$ cat config.mk
export PLATFORM = sky130hd
export DESIGN_NAME = process_dispatch_scheduler_top
export DESIGN_NICKNAME = d
export VERILOG_FILES = /design/src/hw/rtl/pds_pkg.sv /design/src/hw/rtl/pds_ram.sv /design/src/hw/rtl/process_dispatch_scheduler_top.sv
export SDC_FILE = /design/constraint.sdc
export NUM_CORES = 1
export LEC_CHECK = 0
export ABC_AREA = 1
export BUFFER_PORTS_ARGS = -buffer_cell sky130_fd_sc_hd__buf_2
export CAP_MARGIN = 25
export CELL_PAD_IN_SITES_DETAIL_PLACEMENT = 1
export CELL_PAD_IN_SITES_GLOBAL_PLACEMENT = 1
export CORE_ASPECT_RATIO = 1.25
export CORE_MARGIN = 1
export CORE_UTILIZATION = 53
export DETAILED_ROUTE_END_ITERATION = 6
export PLACE_DENSITY_LB_ADDON = 0.1
export SLEW_MARGIN = 20
export SYNTH_ARGS = -nofsm -noshare
export SYNTH_HDL_FRONTEND = slang
export SYNTH_SLANG_ARGS = --single-unit
$ cat constraint.sdc
create_clock -name clk -period 8.8 [get_ports clk]
set_input_delay 0.88 -clock clk [delete_from_list [all_inputs] [get_ports clk]]
set_output_delay 0.88 -clock clk [all_outputs]
set_load 0.005 [all_outputs]
$ cat src/hw/rtl/pds_pkg.sv
`timescale 1ns / 1ps
// ----------------------------------------------------------------------------
// pds_pkg
// Shared types and codes of the process dispatch scheduler: the item structs
// of both channels, the table entry layout and the operation, policy, event
// and register codes.
// ----------------------------------------------------------------------------
package pds_pkg;

  // Operation codes carried in the func field.
  localparam logic [1:0] FUNC_INSERT   = 2'd0;
  localparam logic [1:0] FUNC_DISPATCH = 2'd1;
  localparam logic [1:0] FUNC_UNBLOCK  = 2'd2;
  localparam logic [1:0] FUNC_RSVD     = 2'd3;

  // Dispatch policies; the unused code behaves as first come first served.
  localparam logic [1:0] POL_FCFS = 2'd0;
  localparam logic [1:0] POL_SJF  = 2'd1;
  localparam logic [1:0] POL_RR   = 2'd2;

  // Result event codes.
  localparam logic [2:0] EV_INSERTED  = 3'd0;
  localparam logic [2:0] EV_FINISHED  = 3'd1;
  localparam logic [2:0] EV_BLOCKED   = 3'd2;
  localparam logic [2:0] EV_EXPIRED   = 3'd3;
  localparam logic [2:0] EV_UNBLOCKED = 3'd4;
  localparam logic [2:0] EV_NONE      = 3'd5;
  localparam logic [2:0] EV_FULL      = 3'd6;

  // Configuration register indexes.
  localparam int unsigned CFG_IDX_W = 1;
  localparam logic [CFG_IDX_W-1:0] CFG_POLICY  = 1'd0;
  localparam logic [CFG_IDX_W-1:0] CFG_QUANTUM = 1'd1;

  // Ticks a process runs before it blocks, per policy family.
  localparam logic [7:0] RUN_BLK_RR    = 8'd1;
  localparam logic [7:0] RUN_BLK_OTHER = 8'd2;

  typedef struct packed {
    logic [1:0] func;
    logic [7:0] burst_time;
    logic       run_to_end;
  } in_item_t;

  typedef struct packed {
    logic [2:0]  event_res;
    logic [15:0] proc_id;
    logic [7:0]  time_run;
    logic [7:0]  time_left;
  } out_item_t;

  // One row of the process table.
  typedef struct packed {
    logic [15:0] pid;
    logic        blocked;
    logic [7:0]  ptime;
  } entry_t;

endpackage

$ cat src/hw/rtl/pds_ram.sv
`timescale 1ns / 1ps
// ----------------------------------------------------------------------------
// pds_ram
// Generic single write port, single read port RAM with a registered read.
// ----------------------------------------------------------------------------
module pds_ram #(
  parameter int unsigned WIDTH = 8,
  parameter int unsigned DEPTH = 16
) (
  input  logic                     clk,
  input  logic                     we,
  input  logic [$clog2(DEPTH)-1:0] waddr,
  input  logic [WIDTH-1:0]         wdata,
  input  logic [$clog2(DEPTH)-1:0] raddr,
  output logic [WIDTH-1:0]         rdata
);

  logic [WIDTH-1:0] mem [DEPTH];

  // Write and registered read in the same cycle.
  always_ff @(posedge clk) begin
    if (we) begin
      mem[waddr] <= wdata;
    end
    rdata <= mem[raddr];
  end

endmodule

$ cat src/hw/rtl/process_dispatch_scheduler_top.sv
`timescale 1ns / 1ps
// ----------------------------------------------------------------------------
// process_dispatch_scheduler_top
// Process table with insert, unblock and policy driven dispatch.
// ----------------------------------------------------------------------------
// Usage: an item on the in_ channel is an operation (insert, dispatch or
// unblock). Every operation but the reserved code gives one result item on
// the out_ channel. The user writes policy and quantum through the cfg_ port
// while the block is idle; the block does not enforce it. cfg_ready is always high.
// Timing: the table sits in a RAM with one write and one read port, which a
// small sequencer walks one entry per cycle. An insert passes the insert and
// emit states before its result reaches the output register. A dispatch or
// unblock scans the table, then, when an entry leaves or moves to the end,
// slides the later entries down one per cycle. in_stall is high for the
// whole operation.
// Reset: the table empties, the id counter and round robin cursor clear,
// policy returns to first come first served and quantum to 2.
// Stall: a finished result is held in the output register while out_stall is
// high; the next item is still accepted, and its result waits until the
// output register frees up.
// ----------------------------------------------------------------------------
module process_dispatch_scheduler_top
  import pds_pkg::*;
#(
  parameter int unsigned MAX_PROCS = 16
) (
  input  logic                 clk,
  input  logic                 rst_n,
  input  logic                 in_valid,
  output logic                 in_stall,
  input  in_item_t             in_data,
  output logic                 out_valid,
  input  logic                 out_stall,
  output out_item_t            out_data,
  input  logic                 cfg_valid,
  output logic                 cfg_ready,
  input  logic [CFG_IDX_W-1:0] cfg_index,
  input  logic [7:0]           cfg_data
);

  localparam int unsigned AW = (MAX_PROCS > 1) ? $clog2(MAX_PROCS) : 1;
  localparam int unsigned CW = $clog2(MAX_PROCS + 1);
  localparam int unsigned EW = $bits(entry_t);

  typedef enum logic [2:0] {
    S_IDLE, S_INS, S_SCAN, S_ACT, S_SHIFT, S_EMIT
  } state_t;

  typedef enum logic [1:0] {
    SM_FIRST_READY, SM_SHORTEST, SM_FIRST_BLOCKED
  } scan_mode_t;

  state_t      state_r, state_nxt;
  in_item_t    item_r, item_nxt;
  logic [1:0]  policy_r, policy_nxt;
  logic [7:0]  quantum_r, quantum_nxt;
  logic [CW-1:0] count_r, count_nxt;
  logic [15:0] next_id_r, next_id_nxt;
  logic [AW-1:0] cursor_r, cursor_nxt;
  scan_mode_t  mode_r, mode_nxt;
  logic [AW-1:0] p_r, p_nxt;
  logic [CW-1:0] issue_r, issue_nxt;
  logic        rv_r, rv_nxt;
  logic [AW-1:0] rpos_r, rpos_nxt;
  logic        found_r, found_nxt;
  logic [AW-1:0] pos_r, pos_nxt;
  entry_t      ent_r, ent_nxt;
  logic [CW-1:0] src_r, src_nxt;
  logic [CW-1:0] lim_r, lim_nxt;
  logic        wv_r, wv_nxt;
  logic [AW-1:0] wdst_r, wdst_nxt;
  logic        tail_r, tail_nxt;
  entry_t      tail_ent_r, tail_ent_nxt;
  out_item_t   res_r, res_nxt;
  logic        out_valid_r, out_valid_nxt;
  out_item_t   out_data_r, out_data_nxt;

  logic          ram_we;
  logic [AW-1:0] ram_waddr;
  entry_t        ram_wdata;
  logic [AW-1:0] ram_raddr;
  logic [EW-1:0] ram_rdata_raw;
  entry_t        ram_rdata;

  logic in_acc;
  logic scan_match;

  // Outcome of the operation once the scan is done.
  out_item_t     dec_res;
  logic          dec_remove;
  logic          dec_move;
  logic          dec_inplace;
  logic          dec_blk;
  logic [7:0]    dec_time;
  logic [AW-1:0] dec_cursor;

  logic          is_rr;
  logic [7:0]    run_ticks;
  logic [CW-1:0] cnt_m1;
  logic [CW-1:0] pos_p1;
  logic [AW-1:0] cur_dec;
  logic [AW-1:0] cur_take;
  logic [AW-1:0] cur_rr_rm;
  logic [AW-1:0] cur_exp;

  pds_ram #(
    .WIDTH (EW),
    .DEPTH (MAX_PROCS)
  ) u_table (
    .clk   (clk),
    .we    (ram_we),
    .waddr (ram_waddr),
    .wdata (ram_wdata),
    .raddr (ram_raddr),
    .rdata (ram_rdata_raw)
  );

  assign ram_rdata = entry_t'(ram_rdata_raw);

  assign in_stall  = (state_r != S_IDLE);
  assign in_acc    = in_valid && !in_stall;
  assign cfg_ready = 1'b1;
  assign out_valid = out_valid_r;
  assign out_data  = out_data_r;

  // Entry test of the scan for the current mode.
  always_comb begin
    unique case (mode_r)
      SM_FIRST_READY:   scan_match = rv_r && !ram_rdata.blocked;
      SM_SHORTEST:      scan_match = rv_r && !ram_rdata.blocked &&
                                     (!found_r || (ram_rdata.ptime < ent_r.ptime));
      SM_FIRST_BLOCKED: scan_match = rv_r && ram_rdata.blocked;
      default:          scan_match = 1'b0;
    endcase
  end

  // Cursor arithmetic for the entry that was picked.
  assign is_rr     = (policy_r == POL_RR);
  assign run_ticks = is_rr ? RUN_BLK_RR : RUN_BLK_OTHER;
  assign cnt_m1    = count_r - CW'(1);
  assign pos_p1    = CW'(pos_r) + CW'(1);
  assign cur_dec   = (pos_r < cursor_r) ? cursor_r - AW'(1) : cursor_r;
  assign cur_take  = (CW'(cur_dec) >= cnt_m1) ? '0 : cur_dec;
  assign cur_rr_rm = (CW'(pos_r) < cnt_m1) ? pos_r : '0;
  assign cur_exp   = (pos_p1 < count_r) ? AW'(pos_p1) : '0;

  // Decide what happens to the picked entry.
  always_comb begin
    dec_res     = '{event_res: EV_NONE, proc_id: 16'd0, time_run: 8'd0, time_left: 8'd0};
    dec_remove  = 1'b0;
    dec_move    = 1'b0;
    dec_inplace = 1'b0;
    dec_blk     = 1'b0;
    dec_time    = ent_r.ptime;
    dec_cursor  = cursor_r;
    if (found_r) begin
      if (item_r.func == FUNC_UNBLOCK) begin
        dec_res    = '{event_res: EV_UNBLOCKED, proc_id: ent_r.pid, time_run: 8'd0,
                       time_left: ent_r.ptime};
        dec_move   = 1'b1;
        dec_cursor = cur_take;
      end else if (item_r.run_to_end) begin
        if (is_rr) begin
          if (ent_r.ptime <= quantum_r) begin
            dec_res    = '{event_res: EV_FINISHED, proc_id: ent_r.pid,
                           time_run: ent_r.ptime, time_left: 8'd0};
            dec_remove = 1'b1;
            dec_cursor = cur_rr_rm;
          end else begin
            dec_time    = ent_r.ptime - quantum_r;
            dec_res     = '{event_res: EV_EXPIRED, proc_id: ent_r.pid,
                            time_run: quantum_r, time_left: ent_r.ptime - quantum_r};
            dec_inplace = 1'b1;
            dec_cursor  = cur_exp;
          end
        end else begin
          dec_res    = '{event_res: EV_FINISHED, proc_id: ent_r.pid,
                         time_run: ent_r.ptime, time_left: 8'd0};
          dec_remove = 1'b1;
          dec_cursor = cur_take;
        end
      end else if (ent_r.ptime > run_ticks) begin
        dec_time   = ent_r.ptime - run_ticks;
        dec_res    = '{event_res: EV_BLOCKED, proc_id: ent_r.pid,
                       time_run: run_ticks, time_left: ent_r.ptime - run_ticks};
        dec_move   = 1'b1;
        dec_blk    = 1'b1;
        dec_cursor = is_rr ? pos_r : cur_take;
      end else begin
        dec_res    = '{event_res: EV_FINISHED, proc_id: ent_r.pid,
                       time_run: ent_r.ptime, time_left: 8'd0};
        dec_remove = 1'b1;
        dec_cursor = is_rr ? cur_rr_rm : cur_take;
      end
    end
  end

  // Sequencer next state and table port control.
  always_comb begin
    state_nxt     = state_r;
    item_nxt      = item_r;
    policy_nxt    = policy_r;
    quantum_nxt   = quantum_r;
    count_nxt     = count_r;
    next_id_nxt   = next_id_r;
    cursor_nxt    = cursor_r;
    mode_nxt      = mode_r;
    p_nxt         = p_r;
    issue_nxt     = issue_r;
    rv_nxt        = 1'b0;
    rpos_nxt      = rpos_r;
    found_nxt     = found_r;
    pos_nxt       = pos_r;
    ent_nxt       = ent_r;
    src_nxt       = src_r;
    lim_nxt       = lim_r;
    wv_nxt        = 1'b0;
    wdst_nxt      = wdst_r;
    tail_nxt      = tail_r;
    tail_ent_nxt  = tail_ent_r;
    res_nxt       = res_r;
    out_valid_nxt = out_valid_r && out_stall;
    out_data_nxt  = out_data_r;
    ram_we        = 1'b0;
    ram_waddr     = '0;
    ram_wdata     = ent_r;
    ram_raddr     = p_r;

    // Register writes.
    if (cfg_valid && cfg_ready) begin
      unique case (cfg_index)
        CFG_POLICY:  policy_nxt  = cfg_data[1:0];
        CFG_QUANTUM: quantum_nxt = cfg_data;
        default: ;
      endcase
    end

    unique case (state_r)
      S_IDLE: begin
        if (in_acc) begin
          item_nxt  = in_data;
          issue_nxt = '0;
          found_nxt = 1'b0;
          p_nxt     = '0;
          unique case (in_data.func)
            FUNC_INSERT: state_nxt = S_INS;
            FUNC_DISPATCH: begin
              mode_nxt = (policy_r == POL_SJF) ? SM_SHORTEST : SM_FIRST_READY;
              if (policy_r == POL_RR && CW'(cursor_r) < count_r) begin
                p_nxt = cursor_r;
              end
              state_nxt = S_SCAN;
            end
            FUNC_UNBLOCK: begin
              mode_nxt  = SM_FIRST_BLOCKED;
              state_nxt = S_SCAN;
            end
            default: state_nxt = S_IDLE;
          endcase
        end
      end

      // Append a ready entry, or report a full table.
      S_INS: begin
        if (count_r >= CW'(MAX_PROCS)) begin
          res_nxt = '{event_res: EV_FULL, proc_id: 16'd0, time_run: 8'd0, time_left: 8'd0};
        end else begin
          ram_we      = 1'b1;
          ram_waddr   = AW'(count_r);
          ram_wdata   = '{pid: next_id_r + 16'd1, blocked: 1'b0,
                          ptime: item_r.burst_time};
          next_id_nxt = next_id_r + 16'd1;
          count_nxt   = count_r + CW'(1);
          res_nxt     = '{event_res: EV_INSERTED, proc_id: next_id_r + 16'd1,
                          time_run: 8'd0, time_left: item_r.burst_time};
        end
        state_nxt = S_EMIT;
      end

      // Read one entry per cycle and test the one read last cycle.
      S_SCAN: begin
        if (issue_r < count_r) begin
          ram_raddr = p_r;
          rv_nxt    = 1'b1;
          rpos_nxt  = p_r;
          p_nxt     = (CW'(p_r) + CW'(1) == count_r) ? '0 : p_r + AW'(1);
          issue_nxt = issue_r + CW'(1);
        end
        if (scan_match) begin
          found_nxt = 1'b1;
          pos_nxt   = rpos_r;
          ent_nxt   = ram_rdata;
        end
        if (scan_match && mode_r != SM_SHORTEST) begin
          state_nxt = S_ACT;
        end else if (issue_r == count_r && !rv_r) begin
          state_nxt = S_ACT;
        end
      end

      // Apply the outcome: in place update, set up the slide down, or emit directly.
      S_ACT: begin
        res_nxt    = dec_res;
        cursor_nxt = dec_cursor;
        if (dec_inplace) begin
          ram_we    = 1'b1;
          ram_waddr = pos_r;
          ram_wdata = '{pid: ent_r.pid, blocked: ent_r.blocked, ptime: dec_time};
          state_nxt = S_EMIT;
        end else if (dec_remove || dec_move) begin
          src_nxt      = pos_p1;
          lim_nxt      = count_r;
          tail_nxt     = dec_move;
          tail_ent_nxt = '{pid: ent_r.pid, blocked: dec_blk, ptime: dec_time};
          count_nxt    = dec_remove ? cnt_m1 : count_r;
          state_nxt    = S_SHIFT;
        end else begin
          state_nxt = S_EMIT;
        end
      end

      // Slide later entries down one slot, then append the moved entry if there is one.
      S_SHIFT: begin
        if (src_r < lim_r) begin
          ram_raddr = AW'(src_r);
          wv_nxt    = 1'b1;
          wdst_nxt  = AW'(src_r - CW'(1));
          src_nxt   = src_r + CW'(1);
        end
        if (wv_r) begin
          ram_we    = 1'b1;
          ram_waddr = wdst_r;
          ram_wdata = ram_rdata;
        end else if (src_r >= lim_r) begin
          if (tail_r) begin
            ram_we    = 1'b1;
            ram_waddr = AW'(lim_r - CW'(1));
            ram_wdata = tail_ent_r;
          end
          state_nxt = S_EMIT;
        end
      end

      // Hand the result to the output register once it is free.
      S_EMIT: begin
        if (!out_valid_r || !out_stall) begin
          out_valid_nxt = 1'b1;
          out_data_nxt  = res_r;
          state_nxt     = S_IDLE;
        end
      end

      default: state_nxt = S_IDLE;
    endcase
  end

  // State, control and registered outputs.
  always_ff @(posedge clk) begin
    if (!rst_n) begin
      state_r     <= S_IDLE;
      policy_r    <= POL_FCFS;
      quantum_r   <= 8'd2;
      count_r     <= '0;
      next_id_r   <= 16'd0;
      cursor_r    <= '0;
      mode_r      <= SM_FIRST_READY;
      issue_r     <= '0;
      rv_r        <= 1'b0;
      found_r     <= 1'b0;
      wv_r        <= 1'b0;
      tail_r      <= 1'b0;
      out_valid_r <= 1'b0;
    end else begin
      state_r     <= state_nxt;
      policy_r    <= policy_nxt;
      quantum_r   <= quantum_nxt;
      count_r     <= count_nxt;
      next_id_r   <= next_id_nxt;
      cursor_r    <= cursor_nxt;
      mode_r      <= mode_nxt;
      issue_r     <= issue_nxt;
      rv_r        <= rv_nxt;
      found_r     <= found_nxt;
      wv_r        <= wv_nxt;
      tail_r      <= tail_nxt;
      out_valid_r <= out_valid_nxt;
    end
    item_r     <= item_nxt;
    p_r        <= p_nxt;
    rpos_r     <= rpos_nxt;
    pos_r      <= pos_nxt;
    ent_r      <= ent_nxt;
    src_r      <= src_nxt;
    lim_r      <= lim_nxt;
    wdst_r     <= wdst_nxt;
    tail_ent_r <= tail_ent_nxt;
    res_r      <= res_nxt;
    out_data_r <= out_data_nxt;
  end

  // The table never holds more entries than it has rows.
  assert property (@(posedge clk) disable iff (!rst_n)
    count_r <= CW'(MAX_PROCS))
    else $error("entry count exceeds table depth");

  // Every real operation starts the sequencer.
  assert property (@(posedge clk) disable iff (!rst_n)
    (in_acc && in_data.func != FUNC_RSVD) |=> (state_r != S_IDLE))
    else $error("accepted item did not start an operation");

  // A new result only ever comes from the emit step.
  assert property (@(posedge clk) disable iff (!rst_n)
    (!out_valid_r || !out_stall) ##1 out_valid_r |-> ($past(state_r) == S_EMIT))
    else $error("result presented without an emit step");

  // Between operations the cursor points at a live entry or is zero.
  assert property (@(posedge clk) disable iff (!rst_n)
    (state_r == S_IDLE) |-> (cursor_r == '0 || CW'(cursor_r) < count_r))
    else $error("round robin cursor beyond table");

endmodule

# Word level (Yosys, flattened, before mapping)
# Memories as Yosys holds them, arrays and structs flattened. A register that Yosys moved wholly into a read port is not among the register bits.
# Index checks and enable logic that the tools add are counted.
# classes
bitwise_logic,4
add_sub_neg,13
muxes,101
order_cmp,12
n_eq_ne,27
n_reduce_logical,45
# op_table
op,count
$mux W35,4
$mux W34,3
$mux W25,4
$mux W4,23
$pmux W25 S3,1
$pmux W35 S2,1
$mux W8,7
$mux W5,9
$mux W1,31
$pmux W5 S2,3
$ne A2 B2 Y1 const B,11
$reduce_and A2 Y1,11
$mux W3,6
$pmux W3 S6,1
$add A16 B1 Y16 const B,1
$add A5 B1 Y5 const B,3
$lt A5 B5 Y1,3
$pmux W4 S3,1
$reduce_and A3 Y1,4
$sub A4 B1 Y4 const B,3
$add A4 B1 Y5 const B,2
$eq A5 B5 Y1,2
$lt A4 B5 Y1,2
$reduce_and A5 Y1,2
other kinds (33),64
# totals
n_memories,1
out_inout_bits,38
ff_bits,207
ram_bits,400
# mem_list
memory,depth,width,read_ports,rd_clocked_by_memory_dff,wr,line,rtl
u_table.mem,16,25,1,1,1,pds_ram.sv:18,logic [WIDTH-1:0] mem [DEPTH];

# Depth between registers and ports, before layout
# Gate-level depths: netlist of the first run.
# logic_depth
depth_word,11
mapped_depth,18
mapped_depth_nobuf,18

# Cells and area by module
# From an unflattened synthesis of the first run, not the netlist that was laid out.
# hier_totals
cells_unflattened,3047
area_unflattened_um2,29668.5
# modules_own_cells
module,seq_area_each_um2,cells_per_inst,area_per_inst_um2,n_inst
pds_ram,12512.0,1662,17852.1,1
process_dispatch_scheduler_top,5715.5,1385,11816.3,1

# Worst setup path before layout of the first run
# OpenSTA, ideal clock, no wires.
# synth_path
kind,flip-flop to flip-flop
startpoint,register ent_r[0] in the netlist's numbering
endpoint,"register src_r[0], enable pin"
required_time_ps,8486
t_arrival_ps,3387
period_less_slack_ps,3702
stages_incl_launch_ff,14
slack_ps,5098
setup_time_ps,314
cell_sequence,edfxtp_1 -> inv_1 -> ha_1 -> inv_1 -> fa_1 -> nand3_1 -> nand3_2 -> nand2_1 -> nand2_1 -> nand3_1 -> o21ai_0 -> nor2_1 -> inv_1 -> nand2_1
# synth_between
elab_chain_cells,9
word_cells_on_any_way,21
cone_classes,2 x order compare; 2 x eq/ne; 15 x mux; 2 x reduce/logical
# synth_rtl
element,line,rtl
from (decl),process_dispatch_scheduler_top.sv:67,"entry_t ent_r, ent_nxt;"
from (signal assigned),process_dispatch_scheduler_top.sv:392,ent_r <= ent_nxt;
$le A8 B8 Y1,process_dispatch_scheduler_top.sv:164,if (ent_r.ptime <= quantum_r) begin
$mux W1,process_dispatch_scheduler_top.sv:164,
$mux W1,process_dispatch_scheduler_top.sv:163,if (is_rr) begin
$mux W1,process_dispatch_scheduler_top.sv:162,end else if (item_r.run_to_end) begin
$mux W1,process_dispatch_scheduler_top.sv:157,if (item_r.func == FUNC_UNBLOCK) begin
$mux W1,process_dispatch_scheduler_top.sv:156,if (found_r) begin
$logic_or A1 B1 Y1,process_dispatch_scheduler_top.sv:310,end else if (dec_remove || dec_move) begin
$ne A2 B2 Y1 (no source line),--,
$reduce_and A4 Y1 (no source line) *,--,
to (signal assigned),process_dispatch_scheduler_top.sv:393,src_r <= src_nxt;
to (decl),process_dispatch_scheduler_top.sv:68,"logic [CW-1:0] src_r, src_nxt;"
# Every way passes the cells marked *; elsewhere a longest branch is shown, timed or not.
# A chain may end at the register's enable or synchronous reset.

# Worst setup path after layout of the first run
# layout_path
startpoint,register ent_r[0] in the netlist's numbering
endpoint,"memory u_table.mem[10][6] in the netlist's numbering, enable pin"
# layout_between
elab_chain_cells,10
word_cells_on_any_way,12
cone_classes,1 x order compare; 11 x mux
# layout_rtl
element,line,rtl
$le A8 B8 Y1 *,process_dispatch_scheduler_top.sv:164,
$mux W1 *,process_dispatch_scheduler_top.sv:164,
$mux W1 *,process_dispatch_scheduler_top.sv:163,
$mux W1 *,process_dispatch_scheduler_top.sv:162,
$mux W1 *,process_dispatch_scheduler_top.sv:157,
$mux W1 *,process_dispatch_scheduler_top.sv:156,
$mux W1,process_dispatch_scheduler_top.sv:305,if (dec_inplace) begin
$pmux W1 S3,process_dispatch_scheduler_top.sv:238,unique case (state_r)
$mux W1,pds_ram.sv:22,if (we) begin
$mux W1 (implied by the code),pds_ram.sv:23,mem[waddr] <= wdata;
to (decl),pds_ram.sv:18,
# Marks and branches as above.

==> run metrics, run 1 <==
status finished clean; core area 0.0538 mm^2; Resized cells post-CTS 0; DRC 0; Power per Cell Area 315 mW/mm^2; setup TNS 0 ns; overall routing resource usage 31.8%; Slew HR around a quarter; top-level I/O count 63; port bufs a little over 60; Clock Tree Root clkbuf_16; number of setup violations in the final report 0; Peak VDD IR roughly 0.28 mV; P_leak 13.4 nW; Synth Flop Type edfxtp_1; post-synth cell types 55; final setup margin 4.45 ns; RSZ-0062 raised after global routing no; syn_area_per_cell slightly below 10 um^2; clk sinks 632; final WL 87700 um; Setup Skew 0.0336 ns; fin nets roughly 3100; Fin. Hold Viols 0; CTS hold repair buffers 0; Max Root-Sink Buffers 3; post-synthesis register bit count 632; TritonCTS clock tree yes; Synth async-reset ratio 0%; Initial Util 53.8%; routability congestion estimate slightly above 0.9; post-route insts no fill 3805; Synth Instances roughly 3000; Die H 263 um; Layout Area Growth over Synthesis 12.0%; largest net degree at the start of global routing 114; die width 211 um; Worst Reg2Reg Path Length in Cells 15; initial antenna violation count 2; Worst-Margin Slew between 1 and 1.5 ns; vias 21800; dpl hpwl 57700 um; Peak Freq 0.230 GHz; layout cell share with drive strength beyond 1 8.35%; Arr. time, crit path 4.60 ns; CP Capture Type register; vias in the first global route 23300; final period demand of the worst path 4.35 ns; Place WS 4.47 ns; via/cell ratio 5.73; post-CTS setup buffer count 0; post-synth top area share around 58%; first-pass GRT wire length 134000 um; syn nets 3064; total count of max-transition violations in the final report 0; cts bufs inserted 60; largest cells by area after synthesis edfxtp_1, nand2_1, nand3_1; drt initial violations 1751; Worst-path clk slew ~0.060 ns; final period utilization approximately half; Routed Antenna Nets 0; drt wl/cell 23.0 um; cell taking the most area after synthesis edfxtp_1; CP Class reg2reg; ANT cells 0; global route overflow 0; FP Rows 95; Ys Warns 0; Critical Path Source Type register; hold depth 0; worst-path maximum fanout 25; max-cap violations 0; placed cells 3690; Req. time, crit path 9.05 ns; worst hold path type reg2reg; synthesized area 0.0290 mm^2; drt pass-1 iters 5; worst skew pair latency 0.65 ns; sequential fraction of the synthesis area 62.9%; Post-synth EDFFs 557; # H-tree levels 2; Die Area roughly 0.056 mm^2
## cells in the mapped netlist (2+ instances only)
cell and number:
nand3_1 319, dfxtp_1 75, clkbuf_1 46, edfxtp_1 557, a22oi_1 6, nand2_2 2, buf_4 3, clkinv_1 4
inv_2 10, a32o_1 3, a22o_1 2, o21ai_0 122, and3_1 2, xnor2_1 8, nor2_4 2, ha_1 57
o41ai_1 4, o221ai_1 4, a31oi_1 6, buf_2 65, nor2_1 157, nor3_4 2, o21ai_2 4, o2111ai_1 4
nor3_1 14, inv_1 359, a21oi_1 87, nand3b_1 2, nor4_1 6, a31o_2 2, buf_1 5, xor2_1 24
o211ai_1 12, o21ai_1 6, nand4_1 21, or2_2 7, o21bai_1 3, nand3_2 2, fa_1 2, nand2_1 941
nor2_2 5, o22ai_1 4, a21o_1 2
## power breakdown
group	switching (mW)	internal, mW
clock	1.14	1.55
sequential	0.188	3.86
combinational	2.57	0.907
total	3.90	6.31
## state kept, by name, summed over array words and instances, names as in the netlist, 5 cells and up
signal and cells:
u_table.rdata 25, next_id_r 16, quantum_r 8, src_r 5
item_r 11, lim_r 5, ent_r 25, count_r 5
tail_ent_r 25, u_table.mem 400, res_r 35, issue_r 5
out_data 35
## path summary, 6_finish.rpt
check / startpoint / end / slack, ns
max: ent_r[0]$_DFFE_PP_ / u_table.mem[10][6]$_DFFE_PP_ / 4.45
min: rpos_r[2]$_DFFE_PP_ / pos_r[2]$_DFFE_PP_ / 0.42
max reg2reg: ent_r[0]$_DFFE_PP_ / u_table.mem[10][6]$_DFFE_PP_ / 4.45
min reg2reg: rpos_r[2]$_DFFE_PP_ / pos_r[2]$_DFFE_PP_ / 0.42
## logic make-up after synthesis
group | after synthesis | share of synthesized area, %
AOI/OAI and AO/OA | 276 | 5.38
DFF | 632 | 62.9
adders and majority gates | 59 | 2.60
and+or+nand+nor | 1486 | 21.4
xor gates and xnor gates | 32 | 0.968
buffers and inverters | 494 | 6.75
other | 1 | 0.0129
## metrics by stage
step | hold WS (ns) | power (mW) | utilization [%] | area (um^2)
6_report | 0.418 | 10.2 | 60.2 | 32400
5_1_grt | 0.409 | 10.7 | 60.2 | 32400
4_1_cts | 0.393 | 10.2 | 60.0 | 32300
3_5_place_dp | 0.406 | 7.50 | 56.2 | 30200
3_3_place_gp | 0.401 | 7.27 | 55.8 | 30000
2_1_floorplan | 0.400 | 6.20 | - | 29000
## critical path, stage by stage (launching register included)
cell,delay (ns)
edfxtp_1,0.45
inv_1,0.24
ha_1,0.20
inv_1,0.07
fa_1,0.40
nand3_1,0.11
nand3_2,0.10
nand2_1,0.07
nand2_1,0.09
nand3_2,0.24
nor2_1,0.14
nand2_4,0.24
nor2_1,0.07
nor3_1,0.37
nand2_1,0.35
nor2_4,0.81
## routing by layer
layer / vias up / share of wire [%] / global-route usage (%)
li1: 10000 / - / -
met1: 10900 / 39 / 38.4
met2: 696 / 52 / 57.5
met3: 178 / 5.1 / 3.39
met4: 0 / 3.7 / 13.3
met5: - / 0 / 0
## cells in the final DEF, fill, tap and decap left out, types with 7 or more instances in the layout
master	count
xor2_1	24
nor3_1	14
xnor2_1	8
clkbuf_16	60
buf_16	8
inv_1	359
buf_4	35
or2_2	7
a21oi_1	86
ha_1	57
buf_2	62
nor2_4	19
nor2_2	7
bufinv_16	9
o211ai_1	12
nand3_1	319
inv_2	9
clkinv_1	14
nand4_1	21
nand2_1	940
clkbuf_1	14
o21ai_0	122
nor2_1	138
dfxtp_1	75
edfxtp_1	557
## area by class of cell
type | count | area [um^2]
Inverter | 373 | 1400
Tap cell | 727 | 910
Fill cell | 5884 | 21400
Clock inverter | 32 | 443
Timing Repair Buffer | 110 | 885
Sequential cell | 632 | 18200
Multi-Input combinational cell | 1854 | 8970
Clock buffer | 77 | 1600
(Power assumes the default switching activity.)
==> inputs of run 2 (changes only) <==
CORE_UTILIZATION = 45   (was 53)
clock period = 3.8 ns   (was 8.8 ns; I/O delays follow)
==> run metrics, run 2 (same netlist as run 1, synthesis figures left out) <==
drt wl/cell 22.7 um; Max Root-Sink Buffers 3; first-pass GRT wire length 140000 um; CP Class reg2reg; Setup Skew roughly 0.018 ns; Layout Area Growth over Synthesis 15.2%; Power per Cell Area between 700 and 800 mW/mm^2; final setup margin 0.230 ns; final WL a little over 90000 um; Comb pwr share 35.3%; Worst-path clk slew ~0.070 ns; hold_ws 0.0606 ns; final period utilization roughly 94%; Hold Crit Start out_stall; Worst-Margin Slew 0.809 ns; P_leak 13.8 nW; drt pass-1 iters 5; largest net degree at the start of global routing 101; Clock Tree Root clkbuf_16; DRC 0; port bufs a little over 60; routability congestion estimate 0.898; max-cap violations 0; vias 21700; Arr. time, crit path 3.87 ns; Peak VDD IR between 0.5 and 0.6 mV; TritonCTS clock tree yes; final period demand of the worst path 3.57 ns; reg2reg start ent_r[0]$_DFFE_PP_; overall routing resource usage between 20% and 30%; via/cell ratio 5.44; total power 24.7 mW; fin area approximately 0.033 mm^2; Die Area 0.0654 mm^2; Fin. Hold Viols 0; net switching power figure 9.55 mW; switching share of power about two fifths; status finished clean; initial antenna violation count 0; vias in the first global route 23400; most frequent cells in the layout nand2_1, edfxtp_1, inv_1, nand3_1, nor2_1; drt initial violations 1582; total count of max-transition violations in the final report 0; global route overflow 0; dpl hpwl 62100 um; ANT cells 0; core area 0.0634 mm^2; Seq pwr share 37.7%; crit path launch ent_r[0]$_DFFE_PP_; commonest non-fill, non-tap cell in the layout nand2_1; DP Area 0.0310 mm^2; RSZ-0062 raised after global routing yes; Critical Path Source Type register; Reg with most FFs u_table.mem; cts bufs inserted 67; Peak Freq 0.280 GHz; layout cell share with drive strength beyond 1 around a tenth; clk sinks 632; Slew HR a little under half; worst-path maximum fanout 17; FP Rows 103; worst skew pair latency 0.62 ns; Req. time, crit path 4.10 ns; CP Capture Type register; internal power 15.2 mW; Initial Util a little under half; Die H 286 um; Largest register FFs 400; die width about 230 um; number of setup violations in the final report 0; worst hold path type in2reg; top-level I/O count 63; # H-tree levels 3; Routed Antenna Nets 0; setup TNS 0 ns; fraction of power consumed by the clock network 27.0%; Place WS 0.243 ns; fin nets 3189
## run 2: cell types whose count changed in the layout (fill, tap and decap cells not counted), sizes merged
cell         previous run  this run
buf                   110       165
bufinv                  9         6
clkbuf                 77        91
clkinv                 24        23
dlygate4sd3             0        12
inv                   369       371
## run 2: stage by stage
stage	cells	util, %
after floorplan	2980	-
after detailed placement	3863	48.9
after CTS	3996	52.6
after global routing	3997	52.6
after global placement	3862	48.9
final	3997	52.6
## run 2: worst paths after layout
| path | endpoint | slack [ns] | cells past startpoint |
|---|---|---|---|
| max reg2reg | u_table.mem[10][8]$_DFFE_PP_ | 0.23 | 16 |
| max | u_table.mem[10][8]$_DFFE_PP_ | 0.23 | 16 |
| min | out_valid$_SDFF_PN0_ | 0.06 | 3 |
| min reg2reg | out_data[32]$_DFFE_PP_ | 0.42 | 0 |
## run 2: timing repair
| item | in CTS | in global routing |
|---|---|---|
| endpoints found under the hold margin | 12 | 0 |
| hold buffers | 12 | 0 |
| endpoints found under the setup margin | 0 | 133 |
| resized for setup | 0 | 2 |
| buffers inserted | 0 | 0 |
## run 2: area by class of cell
type	count	area (um^2)
Fill cell	7035	30000
Sequential cell	632	18200
Multi-Input combinational cell	1854	8960
Clock buffer	91	1870
Timing Repair Buffer	177	1520
Inverter	373	1400
Tap cell	840	1050
Clock inverter	30	335
## run 2: routing by layer
metal / vias to the layer above / wire (um) / part of all wire, % / global-route usage [%]
li1: 10200 / - / - / -
met1: 10900 / 38000 / 42 / 35.2
met2: 529 / 46200 / 51 / 50.2
met3: 143 / 3600 / 4.0 / 3.39
met4: 0 / 2730 / 3.0 / 9.63
met5: - / 0 / 0 / 0
## run 2: power by group through the flow
stage | clock (mW) | sequential, mW | combinational (mW)
2_1_floorplan | 0 | 9.27 | 5.08
3_3_place_gp | 0 | 9.43 | 8.37
3_5_place_dp | 0 | 9.46 | 8.64
4_1_cts | 6.80 | 9.32 | 8.73
5_1_grt | 7.02 | 9.36 | 9.56
6_report | 6.66 | 9.32 | 8.72
## run 2: worst max-delay path, stage by stage, from the launching register on
cell	delay, ns
edfxtp_1	0.47
inv_1	0.11
ha_1	0.14
inv_1	0.08
fa_1	0.41
nand3_1	0.11
nand3_2	0.11
nand2_1	0.08
nand2_1	0.09
nand3_2	0.09
nor2_1	0.08
nand2_4	0.24
nor2_1	0.07
nor3_1	0.39
nand2_1	0.34
nor2_4	0.17
buf_4	0.25
